File: config.mk
export PLATFORM = sky130hd
export DESIGN_NAME = fixed_width_int_field_parser_core_flat
export DESIGN_NICKNAME = d
export VERILOG_FILES = /design/src/sv/fwip_pkg.sv /design/src/sv/fwip_if.sv /design/src/sv/fwip_front.sv /design/src/sv/fwip_queue.sv /design/src/sv/fwip_back.sv /design/src/sv/fixed_width_int_field_parser_core.sv /design/src/flat_wrapper.sv
export VERILOG_INCLUDE_DIRS = /design/src /design/src/sv
export SDC_FILE = /design/constraint.sdc
export NUM_CORES = 1
export LEC_CHECK = 0
export ABC_AREA = 1
export BUFFER_PORTS_ARGS = -buffer_cell sky130_fd_sc_hd__buf_2
export CORE_MARGIN = 5
export CORE_UTILIZATION = 45
export CTS_BUF_LIST = sky130_fd_sc_hd__clkbuf_8
export DETAILED_ROUTE_END_ITERATION = 16
export SYNTH_ARGS = -nofsm -noshare
export SYNTH_HDL_FRONTEND = slang
export SYNTH_HIERARCHICAL = 1
export SYNTH_SLANG_ARGS = --single-unit
File: constraint.sdc
create_clock -name clk -period 5 [get_ports clk]
set_clock_uncertainty 0.1 [all_clocks]
set_input_delay 0.5 -clock clk [delete_from_list [all_inputs] [get_ports clk]]
set_output_delay 0.5 -clock clk [all_outputs]
set_load 0.03 [all_outputs]
File: src/sv/fixed_width_int_field_parser_core_assert.svh
// assertion macros shared by the parser core
`ifndef FIXED_WIDTH_INT_FIELD_PARSER_CORE_ASSERT_SVH
`define FIXED_WIDTH_INT_FIELD_PARSER_CORE_ASSERT_SVH

// antecedent implies consequent in the same cycle
`define FWIP_ASSERT_IMP(label, ante, cons) \
    label: assert property (@(posedge clk) disable iff (!rst_n) (ante) |-> (cons)) \
        else $error("fwip check failed");

// antecedent implies consequent in the next cycle
`define FWIP_ASSERT_NXT(label, ante, cons) \
    label: assert property (@(posedge clk) disable iff (!rst_n) (ante) |=> (cons)) \
        else $error("fwip check failed");

`endif

File: src/sv/fwip_pkg.sv
package fwip_pkg;

    localparam int VALUE_BITS_DEFAULT = 32;
    localparam int CHAR_BITS          = 8;
    localparam int OUT_BITS           = 32;
    localparam int QUEUE_DEPTH        = 2;
    localparam int APB_ADDR_BITS      = 4;
    localparam int APB_DATA_BITS      = 32;

    localparam logic [7:0] CHAR_ZERO  = 8'h30;
    localparam logic [7:0] CHAR_NINE  = 8'h39;
    localparam logic [7:0] CHAR_PLUS  = 8'h2b;
    localparam logic [7:0] CHAR_MINUS = 8'h2d;

    // register indexes, byte address 4*index
    localparam logic [1:0] REG_FIELD_WIDTH  = 2'd0;
    localparam logic [1:0] REG_FIELD_COUNT  = 2'd1;
    localparam logic [1:0] REG_VALUE_OFFSET = 2'd2;

    localparam logic [7:0]  FIELD_WIDTH_RESET  = 8'd10;
    localparam logic [15:0] FIELD_COUNT_RESET  = 16'd1;
    localparam logic [31:0] VALUE_OFFSET_RESET = 32'd0;

    typedef struct packed {
        logic [7:0]  field_width;
        logic [15:0] field_count;
        logic [31:0] value_offset;
    } fwip_cfg_t;

endpackage

File: src/sv/fwip_if.sv
interface fwip_char_if import fwip_pkg::*; ();
    logic                 valid;
    logic                 ready;
    logic [CHAR_BITS-1:0] char_code;

    modport source (output valid, output char_code, input ready);
    modport sink (input valid, input char_code, output ready);
endinterface

interface fwip_field_if import fwip_pkg::*; ();
    logic                       valid;
    logic                       ready;
    logic signed [OUT_BITS-1:0] field_value;
    logic                       last_field;

    modport source (output valid, output field_value, output last_field, input ready);
    modport sink (input valid, input field_value, input last_field, output ready);
endinterface

File: src/sv/fwip_front.sv
module fwip_front import fwip_pkg::*;
#(
    parameter int VALUE_BITS = VALUE_BITS_DEFAULT
)
(
    input  logic                  clk,
    input  logic                  rst_n,
    fwip_char_if.sink             chars,
    input  fwip_cfg_t             cfg,
    output logic                  push_valid,
    input  logic                  push_ready,
    output logic [VALUE_BITS-1:0] push_value,
    output logic                  push_last
);

    localparam logic [1:0] PHASE_SKIP   = 2'd0;
    localparam logic [1:0] PHASE_DIGITS = 2'd1;
    localparam logic [1:0] PHASE_DONE   = 2'd2;

    logic [1:0]            phase_reg, phase_next, upd_phase;
    logic                  neg_reg, neg_next, upd_neg;
    logic [VALUE_BITS-1:0] acc_reg, acc_next, upd_acc;
    logic [VALUE_BITS-1:0] accn_reg, accn_next, upd_accn;
    logic [7:0]            pos_reg, pos_next, pos_inc;
    logic [15:0]           idx_reg, idx_next, idx_inc;

    logic                  accept, field_end, is_digit, is_sign;
    logic [3:0]            digit;
    logic [VALUE_BITS-1:0] digit_ext, acc_mac, accn_mac;

    assign chars.ready = push_ready;
    assign accept      = chars.valid && push_ready;

    assign is_digit  = (chars.char_code >= CHAR_ZERO) && (chars.char_code <= CHAR_NINE);
    assign is_sign   = (chars.char_code == CHAR_PLUS) || (chars.char_code == CHAR_MINUS);
    assign digit     = 4'(chars.char_code - CHAR_ZERO);
    assign digit_ext = {{(VALUE_BITS-4){1'b0}}, digit};

    // times ten by shift and add; the negated copy runs alongside
    assign acc_mac  = (acc_reg << 3) + (acc_reg << 1) + digit_ext;
    assign accn_mac = (accn_reg << 3) + (accn_reg << 1) - digit_ext;

    always_comb
    begin
        upd_phase = phase_reg;
        upd_neg   = neg_reg;
        upd_acc   = acc_reg;
        upd_accn  = accn_reg;
        unique case (phase_reg)
            PHASE_SKIP:
            begin
                if (is_sign)
                begin
                    upd_neg   = (chars.char_code == CHAR_MINUS);
                    upd_phase = PHASE_DIGITS;
                end
                else if (is_digit)
                begin
                    upd_acc   = acc_mac;
                    upd_accn  = accn_mac;
                    upd_phase = PHASE_DIGITS;
                end
            end
            PHASE_DIGITS:
            begin
                if (is_digit)
                begin
                    upd_acc  = acc_mac;
                    upd_accn = accn_mac;
                end
                else
                begin
                    upd_phase = PHASE_DONE;
                end
            end
            PHASE_DONE:
            begin
                upd_phase = PHASE_DONE;
            end
            default:
            begin
                upd_phase = PHASE_DONE;
            end
        endcase
    end

    // width 0 and count 0 fall out of the wrap of the counters
    assign pos_inc   = pos_reg + 8'd1;
    assign idx_inc   = idx_reg + 16'd1;
    assign field_end = (pos_inc == cfg.field_width);

    assign push_valid = chars.valid && field_end;
    assign push_last  = (idx_inc == cfg.field_count);
    assign push_value = upd_neg ? upd_accn : upd_acc;

    always_comb
    begin
        phase_next = phase_reg;
        neg_next   = neg_reg;
        acc_next   = acc_reg;
        accn_next  = accn_reg;
        pos_next   = pos_reg;
        idx_next   = idx_reg;
        if (accept)
        begin
            if (field_end)
            begin
                phase_next = PHASE_SKIP;
                neg_next   = 1'b0;
                acc_next   = '0;
                accn_next  = '0;
                pos_next   = 8'd0;
                idx_next   = push_last ? 16'd0 : idx_inc;
            end
            else
            begin
                phase_next = upd_phase;
                neg_next   = upd_neg;
                acc_next   = upd_acc;
                accn_next  = upd_accn;
                pos_next   = pos_inc;
            end
        end
    end

    always_ff @(posedge clk or negedge rst_n)
    begin
        if (!rst_n)
        begin
            phase_reg <= PHASE_SKIP;
            neg_reg   <= 1'b0;
            acc_reg   <= '0;
            accn_reg  <= '0;
            pos_reg   <= 8'd0;
            idx_reg   <= 16'd0;
        end
        else
        begin
            phase_reg <= phase_next;
            neg_reg   <= neg_next;
            acc_reg   <= acc_next;
            accn_reg  <= accn_next;
            pos_reg   <= pos_next;
            idx_reg   <= idx_next;
        end
    end

endmodule

File: src/sv/fwip_queue.sv
module fwip_queue import fwip_pkg::*;
#(
    parameter int WIDTH = VALUE_BITS_DEFAULT + 1
)
(
    input  logic             clk,
    input  logic             rst_n,
    input  logic             push_valid,
    output logic             push_ready,
    input  logic [WIDTH-1:0] push_data,
    output logic             pop_valid,
    input  logic             pop_ready,
    output logic [WIDTH-1:0] pop_data
);

    localparam int PTR_W = $clog2(QUEUE_DEPTH);
    localparam int CNT_W = $clog2(QUEUE_DEPTH + 1);

    logic [WIDTH-1:0] mem_reg [QUEUE_DEPTH];
    logic [PTR_W-1:0] wr_ptr_reg, wr_ptr_next;
    logic [PTR_W-1:0] rd_ptr_reg, rd_ptr_next;
    logic [CNT_W-1:0] count_reg, count_next;
    logic             do_push, do_pop;

    assign push_ready = (count_reg != CNT_W'(QUEUE_DEPTH));
    assign pop_valid  = (count_reg != '0);
    assign pop_data   = mem_reg[rd_ptr_reg];
    assign do_push    = push_valid && push_ready;
    assign do_pop     = pop_valid && pop_ready;

    always_comb
    begin
        wr_ptr_next = wr_ptr_reg;
        rd_ptr_next = rd_ptr_reg;
        count_next  = count_reg;
        if (do_push)
            wr_ptr_next = (wr_ptr_reg == PTR_W'(QUEUE_DEPTH - 1)) ? '0 : wr_ptr_reg + 1'b1;
        if (do_pop)
            rd_ptr_next = (rd_ptr_reg == PTR_W'(QUEUE_DEPTH - 1)) ? '0 : rd_ptr_reg + 1'b1;
        if (do_push && !do_pop)
            count_next = count_reg + 1'b1;
        else if (do_pop && !do_push)
            count_next = count_reg - 1'b1;
    end

    always_ff @(posedge clk or negedge rst_n)
    begin
        if (!rst_n)
        begin
            wr_ptr_reg <= '0;
            rd_ptr_reg <= '0;
            count_reg  <= '0;
        end
        else
        begin
            wr_ptr_reg <= wr_ptr_next;
            rd_ptr_reg <= rd_ptr_next;
            count_reg  <= count_next;
        end
    end

    always_ff @(posedge clk)
    begin
        if (do_push)
            mem_reg[wr_ptr_reg] <= push_data;
    end

endmodule

File: src/sv/fwip_back.sv
module fwip_back import fwip_pkg::*;
#(
    parameter int VALUE_BITS = VALUE_BITS_DEFAULT
)
(
    input  logic                  clk,
    input  logic                  rst_n,
    input  logic                  pop_valid,
    output logic                  pop_ready,
    input  logic [VALUE_BITS-1:0] pop_value,
    input  logic                  pop_last,
    input  fwip_cfg_t             cfg,
    fwip_field_if.source          fields
);

    logic                valid_reg;
    logic [OUT_BITS-1:0] value_reg, value_next;
    logic                last_reg;
    logic [OUT_BITS-1:0] ext_value;

    // sign-extend or cut the accumulator to the result width
    if (VALUE_BITS >= OUT_BITS)
    begin : g_cut
        assign ext_value = pop_value[OUT_BITS-1:0];
    end
    else
    begin : g_ext
        assign ext_value = {{(OUT_BITS-VALUE_BITS){pop_value[VALUE_BITS-1]}}, pop_value};
    end

    assign value_next = ext_value + cfg.value_offset;
    assign pop_ready  = !valid_reg || fields.ready;

    always_ff @(posedge clk or negedge rst_n)
    begin
        if (!rst_n)
            valid_reg <= 1'b0;
        else if (pop_ready)
            valid_reg <= pop_valid;
    end

    always_ff @(posedge clk)
    begin
        if (pop_ready && pop_valid)
        begin
            value_reg <= value_next;
            last_reg  <= pop_last;
        end
    end

    assign fields.valid       = valid_reg;
    assign fields.field_value = value_reg;
    assign fields.last_field  = last_reg;

endmodule

File: src/sv/fixed_width_int_field_parser_core.sv
// channel   dir  payload                      transfer when
// chars     in   char_code[7:0]               valid && ready
// fields    out  field_value[31:0], last_field valid && ready
// apb       in   field_width, field_count,    psel && penable && pwrite
//                value_offset at 0x0/0x4/0x8
//
// one character per cycle while the queue is not full, set by the shift-add accumulator update
// a result passes from the character ending its field through a queue entry into the output register
// rst_n is asynchronous, active low; restores register defaults and an empty field
// a two-entry queue parts parser and output; chars.ready drops only when it is full
`include "fixed_width_int_field_parser_core_assert.svh"

module fixed_width_int_field_parser_core import fwip_pkg::*;
#(
    parameter int VALUE_BITS = VALUE_BITS_DEFAULT
)
(
    input  logic                     clk,
    input  logic                     rst_n,
    fwip_char_if.sink                chars,
    fwip_field_if.source             fields,
    input  logic                     psel,
    input  logic                     penable,
    input  logic                     pwrite,
    input  logic [APB_ADDR_BITS-1:0] paddr,
    input  logic [APB_DATA_BITS-1:0] pwdata,
    output logic [APB_DATA_BITS-1:0] prdata,
    output logic                     pready
);

    fwip_cfg_t             cfg_reg, cfg_next;
    logic                  cfg_write;
    logic [1:0]            reg_index;

    logic                  push_valid, push_ready, push_last;
    logic [VALUE_BITS-1:0] push_value;
    logic                  pop_valid, pop_ready;
    logic [VALUE_BITS:0]   pop_data;

    assign pready    = 1'b1;
    assign reg_index = paddr[3:2];
    assign cfg_write = psel && penable && pwrite && pready;

    always_comb
    begin
        cfg_next = cfg_reg;
        if (cfg_write)
        begin
            unique case (reg_index)
                REG_FIELD_WIDTH:  cfg_next.field_width  = pwdata[7:0];
                REG_FIELD_COUNT:  cfg_next.field_count  = pwdata[15:0];
                REG_VALUE_OFFSET: cfg_next.value_offset = pwdata[31:0];
                default:          cfg_next = cfg_reg;
            endcase
        end
    end

    always_comb
    begin
        unique case (reg_index)
            REG_FIELD_WIDTH:  prdata = {24'd0, cfg_reg.field_width};
            REG_FIELD_COUNT:  prdata = {16'd0, cfg_reg.field_count};
            REG_VALUE_OFFSET: prdata = cfg_reg.value_offset;
            default:          prdata = '0;
        endcase
    end

    always_ff @(posedge clk or negedge rst_n)
    begin
        if (!rst_n)
        begin
            cfg_reg.field_width  <= FIELD_WIDTH_RESET;
            cfg_reg.field_count  <= FIELD_COUNT_RESET;
            cfg_reg.value_offset <= VALUE_OFFSET_RESET;
        end
        else
        begin
            cfg_reg <= cfg_next;
        end
    end

    fwip_front #(
        .VALUE_BITS (VALUE_BITS)
    ) u_front (
        .clk        (clk),
        .rst_n      (rst_n),
        .chars      (chars),
        .cfg        (cfg_reg),
        .push_valid (push_valid),
        .push_ready (push_ready),
        .push_value (push_value),
        .push_last  (push_last)
    );

    fwip_queue #(
        .WIDTH (VALUE_BITS + 1)
    ) u_queue (
        .clk        (clk),
        .rst_n      (rst_n),
        .push_valid (push_valid),
        .push_ready (push_ready),
        .push_data  ({push_value, push_last}),
        .pop_valid  (pop_valid),
        .pop_ready  (pop_ready),
        .pop_data   (pop_data)
    );

    fwip_back #(
        .VALUE_BITS (VALUE_BITS)
    ) u_back (
        .clk       (clk),
        .rst_n     (rst_n),
        .pop_valid (pop_valid),
        .pop_ready (pop_ready),
        .pop_value (pop_data[VALUE_BITS:1]),
        .pop_last  (pop_data[0]),
        .cfg       (cfg_reg),
        .fields    (fields)
    );

    // a finished field is in the queue the cycle after its last character
    `FWIP_ASSERT_NXT(a_push_lands, push_valid && push_ready, pop_valid)
    // the back refuses an entry only while its result is stalled
    `FWIP_ASSERT_IMP(a_pop_stall, pop_valid && !pop_ready, fields.valid && !fields.ready)
    // a new result only ever comes from a queue entry
    `FWIP_ASSERT_IMP(a_out_source, $rose(fields.valid), $past(pop_valid))

endmodule
File: src/flat_wrapper.sv
// flat-port wrapper written by rule: the top's interface ports become plain ports
module fixed_width_int_field_parser_core_flat import fwip_pkg::*;
#(
    parameter int VALUE_BITS = VALUE_BITS_DEFAULT
)
  (clk, rst_n, psel, penable, pwrite, paddr, pwdata, prdata, pready, chars_valid, chars_char_code, chars_ready, fields_valid, fields_field_value, fields_last_field, fields_ready);
  fwip_char_if chars_i ();
  fwip_field_if fields_i ();
  input  logic clk;
  input  logic rst_n;
  input  logic psel;
  input  logic penable;
  input  logic pwrite;
  input  logic [APB_ADDR_BITS-1:0] paddr;
  input  logic [APB_DATA_BITS-1:0] pwdata;
  output logic [APB_DATA_BITS-1:0] prdata;
  output logic pready;
  input wire logic [$bits(chars_i.valid)-1:0] chars_valid;
  input wire logic [$bits(chars_i.char_code)-1:0] chars_char_code;
  output wire logic [$bits(chars_i.ready)-1:0] chars_ready;
  output wire logic [$bits(fields_i.valid)-1:0] fields_valid;
  output wire logic [$bits(fields_i.field_value)-1:0] fields_field_value;
  output wire logic [$bits(fields_i.last_field)-1:0] fields_last_field;
  input wire logic [$bits(fields_i.ready)-1:0] fields_ready;
  assign chars_i.valid = chars_valid;
  assign chars_i.char_code = chars_char_code;
  assign chars_ready = chars_i.ready;
  assign fields_valid = fields_i.valid;
  assign fields_field_value = fields_i.field_value;
  assign fields_last_field = fields_i.last_field;
  assign fields_i.ready = fields_ready;
  fixed_width_int_field_parser_core #(.VALUE_BITS(VALUE_BITS)) u_core (.clk(clk), .rst_n(rst_n), .chars(chars_i), .fields(fields_i), .psel(psel), .penable(penable), .pwrite(pwrite), .paddr(paddr), .pwdata(pwdata), .prdata(prdata), .pready(pready));
endmodule
# --- Yosys cells after proc, flatten, opt, wreduce, memory -nomap -nowiden ---
# Memory sizes are Yosys's and may differ from the RTL's.
# Index checks and enable logic that the tools add are counted.
word_totals:
  register_bits: 185
  ramBits: 66
  inputBits: 51
  out_inout_bits: 68
  word_cells: 89
  mem_count: 1
classes:
  addsub: 12
  magnitude_cmp: 2
  n_eq_ne: 10
  muxes: 26
  reduce_logical: 23
memory_table:
  columns: ["memory", "depth", "width", "read_ports", "rd_ports_with_merged_regs", "wr", "line_no", "rtl"]
  rows:
  - ["u_core.u_queue.mem_reg", 2, 33, 1, 0, 1, "fwip_queue.sv:19", "logic [WIDTH-1:0] mem_reg [QUEUE_DEPTH];"]
ops:
  columns: ["cell", "n"]
  rows:
  - ["$mux W32", 7]
  - ["$pmux W32 S2", 2]
  - ["$add A32 B32 Y32", 3]
  - ["$pmux W32 S3", 1]
  - ["$add A32 B4 Y32", 1]
  - ["$sub A32 B4 Y32", 1]
  - ["$add A16 B1 Y16 const B", 1]
  - ["$eq A16 B16 Y1", 1]
  - ["$eq A8 B6 Y1 const B", 2]
  - ["$mux W16", 1]
  - ["$mux W2", 6]
  - ["$logic_and A1 B1 Y1", 9]
  - ["$add A8 B1 Y8 const B", 1]
  - ["$eq A8 B8 Y1", 1]
  - ["$ge A8 B6 Y1 const B", 1]
  - ["$le A8 B6 Y1 const B", 1]
  - ["$mux W8", 1]
  - ["$reduce_and A2 Y1", 4]
  - ["$mux W1", 7]
  - ["$eq A2 B1 Y1 const B", 2]
  - ["$logic_not A2 Y1", 2]
  - ["$ne A4 B4 Y1 const B", 1]
  - ["$pmux W2 S2", 1]
  - ["$reduce_bool A2 Y1", 2]
  - ["10 further kinds", 14]

# --- Depth between registers and ports, before layout ---
logic_depth:
  ltp_word: 8
  depth_mapped: 19

# --- Modules after synthesis ---
# Netlist, hierarchy kept.
modules_own_cells:
  columns: ["module", "instances", "cells_per_inst", "area_per_inst_um2", "seq_area_each_um2"]
  rows:
  - ["fwip_front", 1, 1827, 10970.5, 2277.2]
  - ["fwip_back", 1, 533, 3420.8, 1016.0]
  - ["fwip_queue", 1, 201, 2703.8, 2082.0]
  - ["fixed_width_int_field_parser_core", 1, 343, 2577.5, 1405.1]

# --- Worst setup path before layout ---
# No wires, ideal clock.
synth_path:
  path_kind: "reg-to-reg"
  start: "reg u_core.u_front.pos_reg[0]"
  end: "mem u_core/u_queue/mem_reg[0][0] in the netlist's numbering, enable pin"
  setup_ps: 423
  arrival_time_ps: 3023
  path_slack_ps: 1454
  path_stages_with_launch: 11
  n_path_buf: 0
  synth_period_minus_slack_ps: 3546
  cell_sequence: "dfrtp_1 ha_1 xnor2_1 xnor2_1 nor2_1 nand3_1 nor2_1 nand3_2 nor2_1 nand2_4 nor2_1"
synth_between:
  elab_chain_len: 6
synth_rtl:
  columns: ["item", "line_no", "rtl"]
  rows:
  - ["from (decl)", "fwip_front.sv:24", "logic [7:0] pos_reg, pos_next, pos_inc;"]
  - ["from (signal assigned)", "fwip_front.sv:143", "pos_reg <= pos_next;"]
  - ["$add A8 B1 Y8", "fwip_front.sv:88", "assign pos_inc = pos_reg + 8'd1;"]
  - ["$eq A8 B8 Y1", "fwip_front.sv:90", "assign field_end = (pos_inc == cfg.field_width);"]
  - ["$logic_and A1 B1 Y1", "fwip_front.sv:92", "assign push_valid = chars.valid && field_end;"]
  - ["via u_core.push_valid", "fixed_width_int_field_parser_core.sv:35", "logic push_valid, push_ready, push_last;"]
  - ["$logic_and A1 B1 Y1", "fwip_queue.sv:28", "assign do_push = push_valid && push_ready;"]
  - ["$mux W1", "fwip_queue.sv:64", "if (do_push)"]
  - ["$mux W1 (implied by the code)", "fwip_queue.sv:65", "mem_reg[wr_ptr_reg] <= push_data;"]
  - ["to (decl)", "fwip_queue.sv:19", null]
# The timed path passes the listed nets, and every way through them passes these cells.

# --- Worst setup path in the final report ---
layout_path:
  start: "reg u_core.u_front.pos_reg[0]"
  end: "reg u_core.u_front.accn_reg[19]"
layout_between:
  elab_chain_len: 3
layout_rtl:
  columns: ["item", "line_no", "rtl"]
  rows:
  - ["$add A8 B1 Y8", "fwip_front.sv:88", null]
  - ["$eq A8 B8 Y1", "fwip_front.sv:90", null]
  - ["$mux W32", "fwip_front.sv:106", "if (field_end)"]
  - ["to (signal assigned)", "fwip_front.sv:142", "accn_reg <= accn_next;"]
  - ["to (decl)", "fwip_front.sv:23", "logic [VALUE_BITS-1:0] accn_reg, accn_next, upd_accn;"]
# No other way between the ends.
# A chain may end at the register's enable or synchronous reset.

==> flow_results.org <==
** Route
- Wires add up to 56,000 um.
- The final route contains 18,132 vias.
- Routed vias/inst :: 4.93
- In this run the remaining antenna-violating nets after routing total 0.
- Routed wire per std cell :: 15.2 um
- For this run, design rule violations remaining after detail routing come to 0.
- The detailed router finished its first iteration with 1,116 violations.
- The first TritonRoute pass finished after 5 iterations.

** Global routing
- In the global route stage, met2 resource usage came out at 40.5%.
- Grt total ovfl :: 0
- Antenna violations before repair :: 0
- Across every metal layer, demand over resource in global routing totals 23.6%.
- Maximum number of pins on one net before global-route repair :: 76
- For met1 alone, demand over resource in global routing was 31.5%.
- The first global-routing pass estimated 90,900 um of wire.
- Number of global-route vias before repair :: 17,707
- The global routing stage identified its most utilized layer as met2.
- For met3 alone, demand over resource in global routing was 2.69%.

** Layout
- Signed area change from the synthesized netlist to the final layout :: 11.9%
- In the final layout, the share of cells above drive strength 1 is 9.80%.
- Once layout is complete, the utilization of the core stands at 51.0%.
- For this run, the number of standard cells in the final layout without fillers is 3,677.
- Flip-flop count of the largest register after layout :: 66
- Fill cells in the final layout number 4,429.
- Final layout net count :: 3,261
- Antenna Cells :: 0
- In the final layout, the multi-input gates occupy 10,900 sq um.
- Sequential standard cell area :: 6780 sq um

** Floorplan
- Effective utilization at floorplan :: 45.6%
- The floorplan step set the die height to 219 um.
- The die covers 48,000 sq um.
- Area of the core :: 43,200 sq um
- Number of top-level pins :: 119
- Rows :: 76
- From left edge to right edge, the die measures 219 um.

** Place
- Before CTS, the worst setup slack after placement is 1.27 ns.
- GP Congestion :: 0.908
- Count of input and output buffers :: 115
- After detailed placement, the design holds a cell count of 3,559.
- Detailed placement ended at an HPWL of 43,300 um.

** Power and ir drop
- Internal power :: 7040 uW
- For this design the total switching power over the nets is 7510 uW.
- Total power density per cell area :: 660 nW/um^2
- Worst supply voltage drop on vdd :: 573 uV
- Summed over all cells, the static leakage comes to 0.0122 uW.
- In this run, flip-flops and latches consume 22.8% of the power.
- Combinational logic is responsible for 63.2% of the overall power.
- Power share of the clock group :: 14.1%
- Net switching is 51.6% of the power.

** Setup path
- The worst register-to-register path ends at u_core/u_front/accn_reg[19].
- The worst register-to-register path begins at u_core/u_front/pos_reg[0].
- Flop-to-flop setup slack :: 1.46 ns
- For the worst flop-to-flop path, the logic depth is 11.
- Critical Path Sink Type :: flop
- Kind of start point of the critical path :: flop
- Along the worst path, the maximum fanout reaches 44.
- Data required time at the worst endpoint :: 5.37 ns
- Setup CP Type :: flop to flop
- Source of the critical timing path :: u_core/u_front/pos_reg[0]
- Arrival time of the worst setup path :: 3.91 ns
- The critical path ends at u_core/u_front/accn_reg[19].

** STA
- Hold Worst Slack :: 0.0662 ns
- Final setup viols :: 0
- Transition time of the tightest slew-check pin :: 0.979 ns
- Setup repair after global routing left no endpoint under its margin.
- The routed design could run at a clock period as short as 3.54 ns.
- TNS Setup :: 0 ns
- Worst slew margin relative to its limit :: 34.6%
- Slew Limit Fails :: 0
- Static timing analysis puts the maximum clock frequency at 0.283 GHz.
- Final worst path period share :: 70.7%
- Post-layout worst setup margin :: 1.46 ns
- Final hold violations :: 0

** Hold path
- The min-delay analysis places its worst path in the category input pin to flop.
- Hold path startpoint :: pwdata[2]

** Status
- The run finished with clean final reports.

** Logic synthesis
- The synthesized design contains 251 register bits.
- Biggest area contributors in the synthesized netlist :: nand2_1 (24%), dfrtp_1 (19%), edfxtp_1 (15%)
- After technology mapping, the gate count stands at 2,904.
- For this run, the register share of the synthesized area comes to 34.5%.
- In this run the biggest area consumer among cell types represents 24.0% of the synthesized area.
- The number of nets handed over by synthesis was 3,111.
- In this run the cell area of the synthesized design comes to 19,700 sq um.
- Cell taking the most area after synthesis :: nand2_1
- Counting distinct cell types in the post-synthesis netlist gives 53.
- Averaged over all synthesized cells, the footprint is 6.77 sq um.
- Yosys warning total :: 6

** Clock network
- Number of buffers inserted by hold repair at cts :: 32
- The cell sitting at the root of the clock tree is a clkbuf_8.
- Total number of H-tree levels :: 2
- After clock tree synthesis, the repair step resized 0 gates.
- Clock-pin transition on the worst setup and hold timing paths :: 0.06 ns
- Deepest clock path buffer count :: 3
- TritonCTS built the clock tree.
- For this design, the sink count on the clock tree is 251.
- Clk_lat worst skew :: 0.63 ns
- Once the clock tree was built, the setup fixing pass inserted 0 buffers.
- Clock buffer count from CTS :: 46

** Flow run
- Max-cap violations in this run came to 0.
[through the flow]
| step | total power (uW) | instance area [sq um] |
|---|---|---|
| floorplan | 10100 | 19700 |
| global placement | 12300 | 20800 |
| detailed placement | 12500 | 20800 |
| CTS | 14600 | 22000 |
| global route | 16000 | 22000 |
| finish | 14500 | 22000 |
[synth_stat cells, drive strengths merged]
master  instances
nand4          19
nand3         123
buf            43
o22ai          20
ha            151
edfxtp         99
dfstp           3
xnor2          33
nor4            1
nor3b           1
inv           434
a21o            2
and2            4
nand3b         12
a31oi           4
a21oi          65
a31o            2
dfrtp         149
xnor3           1
o21ai         107
o21bai         13
nor2          207
clkinv          1
fa              5
conb            1
nand2        1298
mux2i           6
or2            25
o211ai         11
nor3           15
xor2           31
clkbuf         17
and3            1
[critical path: stages, from the launching register on]
cell	delay, ns
dfrtp_1	0.44
ha_1	0.27
xnor2_1	0.27
xnor2_1	0.10
nor2_1	0.08
nand3_1	0.06
nor2_1	0.15
nand3_2	0.29
nand2_2	0.66
inv_2	0.60
nand2_1	0.20
o21ai_0	0.10
[how the worst min path moves through the flow]
stage / to / slack [ns] / cells after the start
CTS: u_core/cfg_reg[50] / 0.003 / 3
detailed placement: u_core/u_front/accn_reg[26] / 0.37 / 2
global placement: u_core/u_front/accn_reg[22] / 0.36 / 2
floorplan: u_core/cfg_reg[0] / 0.10 / 0
finish: u_core/cfg_reg[2] / 0.07 / 3
global route: u_core/cfg_reg[50] / 0.03 / 3
[power by group through the flow]
stage | combinational, uW | clock [uW] | sequential (uW)
3_5_place_dp | 9140 | 0 | 3350
3_3_place_gp | 9000 | 0 | 3330
4_1_cts | 9190 | 2120 | 3320
2_1_floorplan | 6560 | 0 | 3510
5_1_grt | 10400 | 2210 | 3380
6_report | 9190 | 2040 | 3310
[cells in the final DEF, fill, tap and decap left out, drive strengths merged]
cell         netlist  routed
a21o               2       2
a21oi             65      65
a31o               2       2
a31oi              4       4
and2               4       4
and3               1       1
buf               43     130
bufinv             0       4
clkbuf            17      49
clkinv             1      11
clkinvlp           0       3
conb               1       1
dfrtp            149     149
dfstp              3       3
dlygate4sd3        0      32
edfxtp            99      99
fa                 5       5
ha               151     151
inv              434     454
mux2i              6       6
nand2           1298    1298
nand3            123     123
nand3b            12      12
nand4             19      19
nor2             207     207
nor3              15      15
nor3b              1       1
nor4               1       1
o211ai            11      11
o21ai            107     107
o21bai            13      13
o22ai             20      20
or2               25      25
xnor2             33      33
xnor3              1       1
xor2              31      31
[cell type report]
cell class                 count  area share (%)
clock buffer                  49            3.06
clock inverter                37            1.22
inverter                     435            7.45
multi-input combinational   2158            49.5
sequential                   251            30.8
tap                          585            3.32
timing repair buffer         162            4.61
[logic make-up (layout without fill, tap and decap cells)]
group,after synthesis,in the layout,synth area share (%)
simple gates,1706,1706,35.6
buf+inv,495,683,10.2
flops,251,251,34.5
compound gates,224,224,6.28
fa+ha+maj,156,156,10.1
xor+xnor,65,65,3.00
mux,6,6,0.305
other cells,1,1,0.0191
[routing by layer]
| metal | routed length, um | share of wire (%) | vias up |
|---|---|---|---|
| li1 | - | - | 9347 |
| met1 | 25900 | 46 | 8339 |
| met2 | 26400 | 47 | 367 |
| met3 | 2350 | 4.2 | 79 |
| met4 | 1350 | 2.4 | 0 |
| met5 | 0 | 0 | - |
Note: power is estimated with default switching activity, not from simulation.
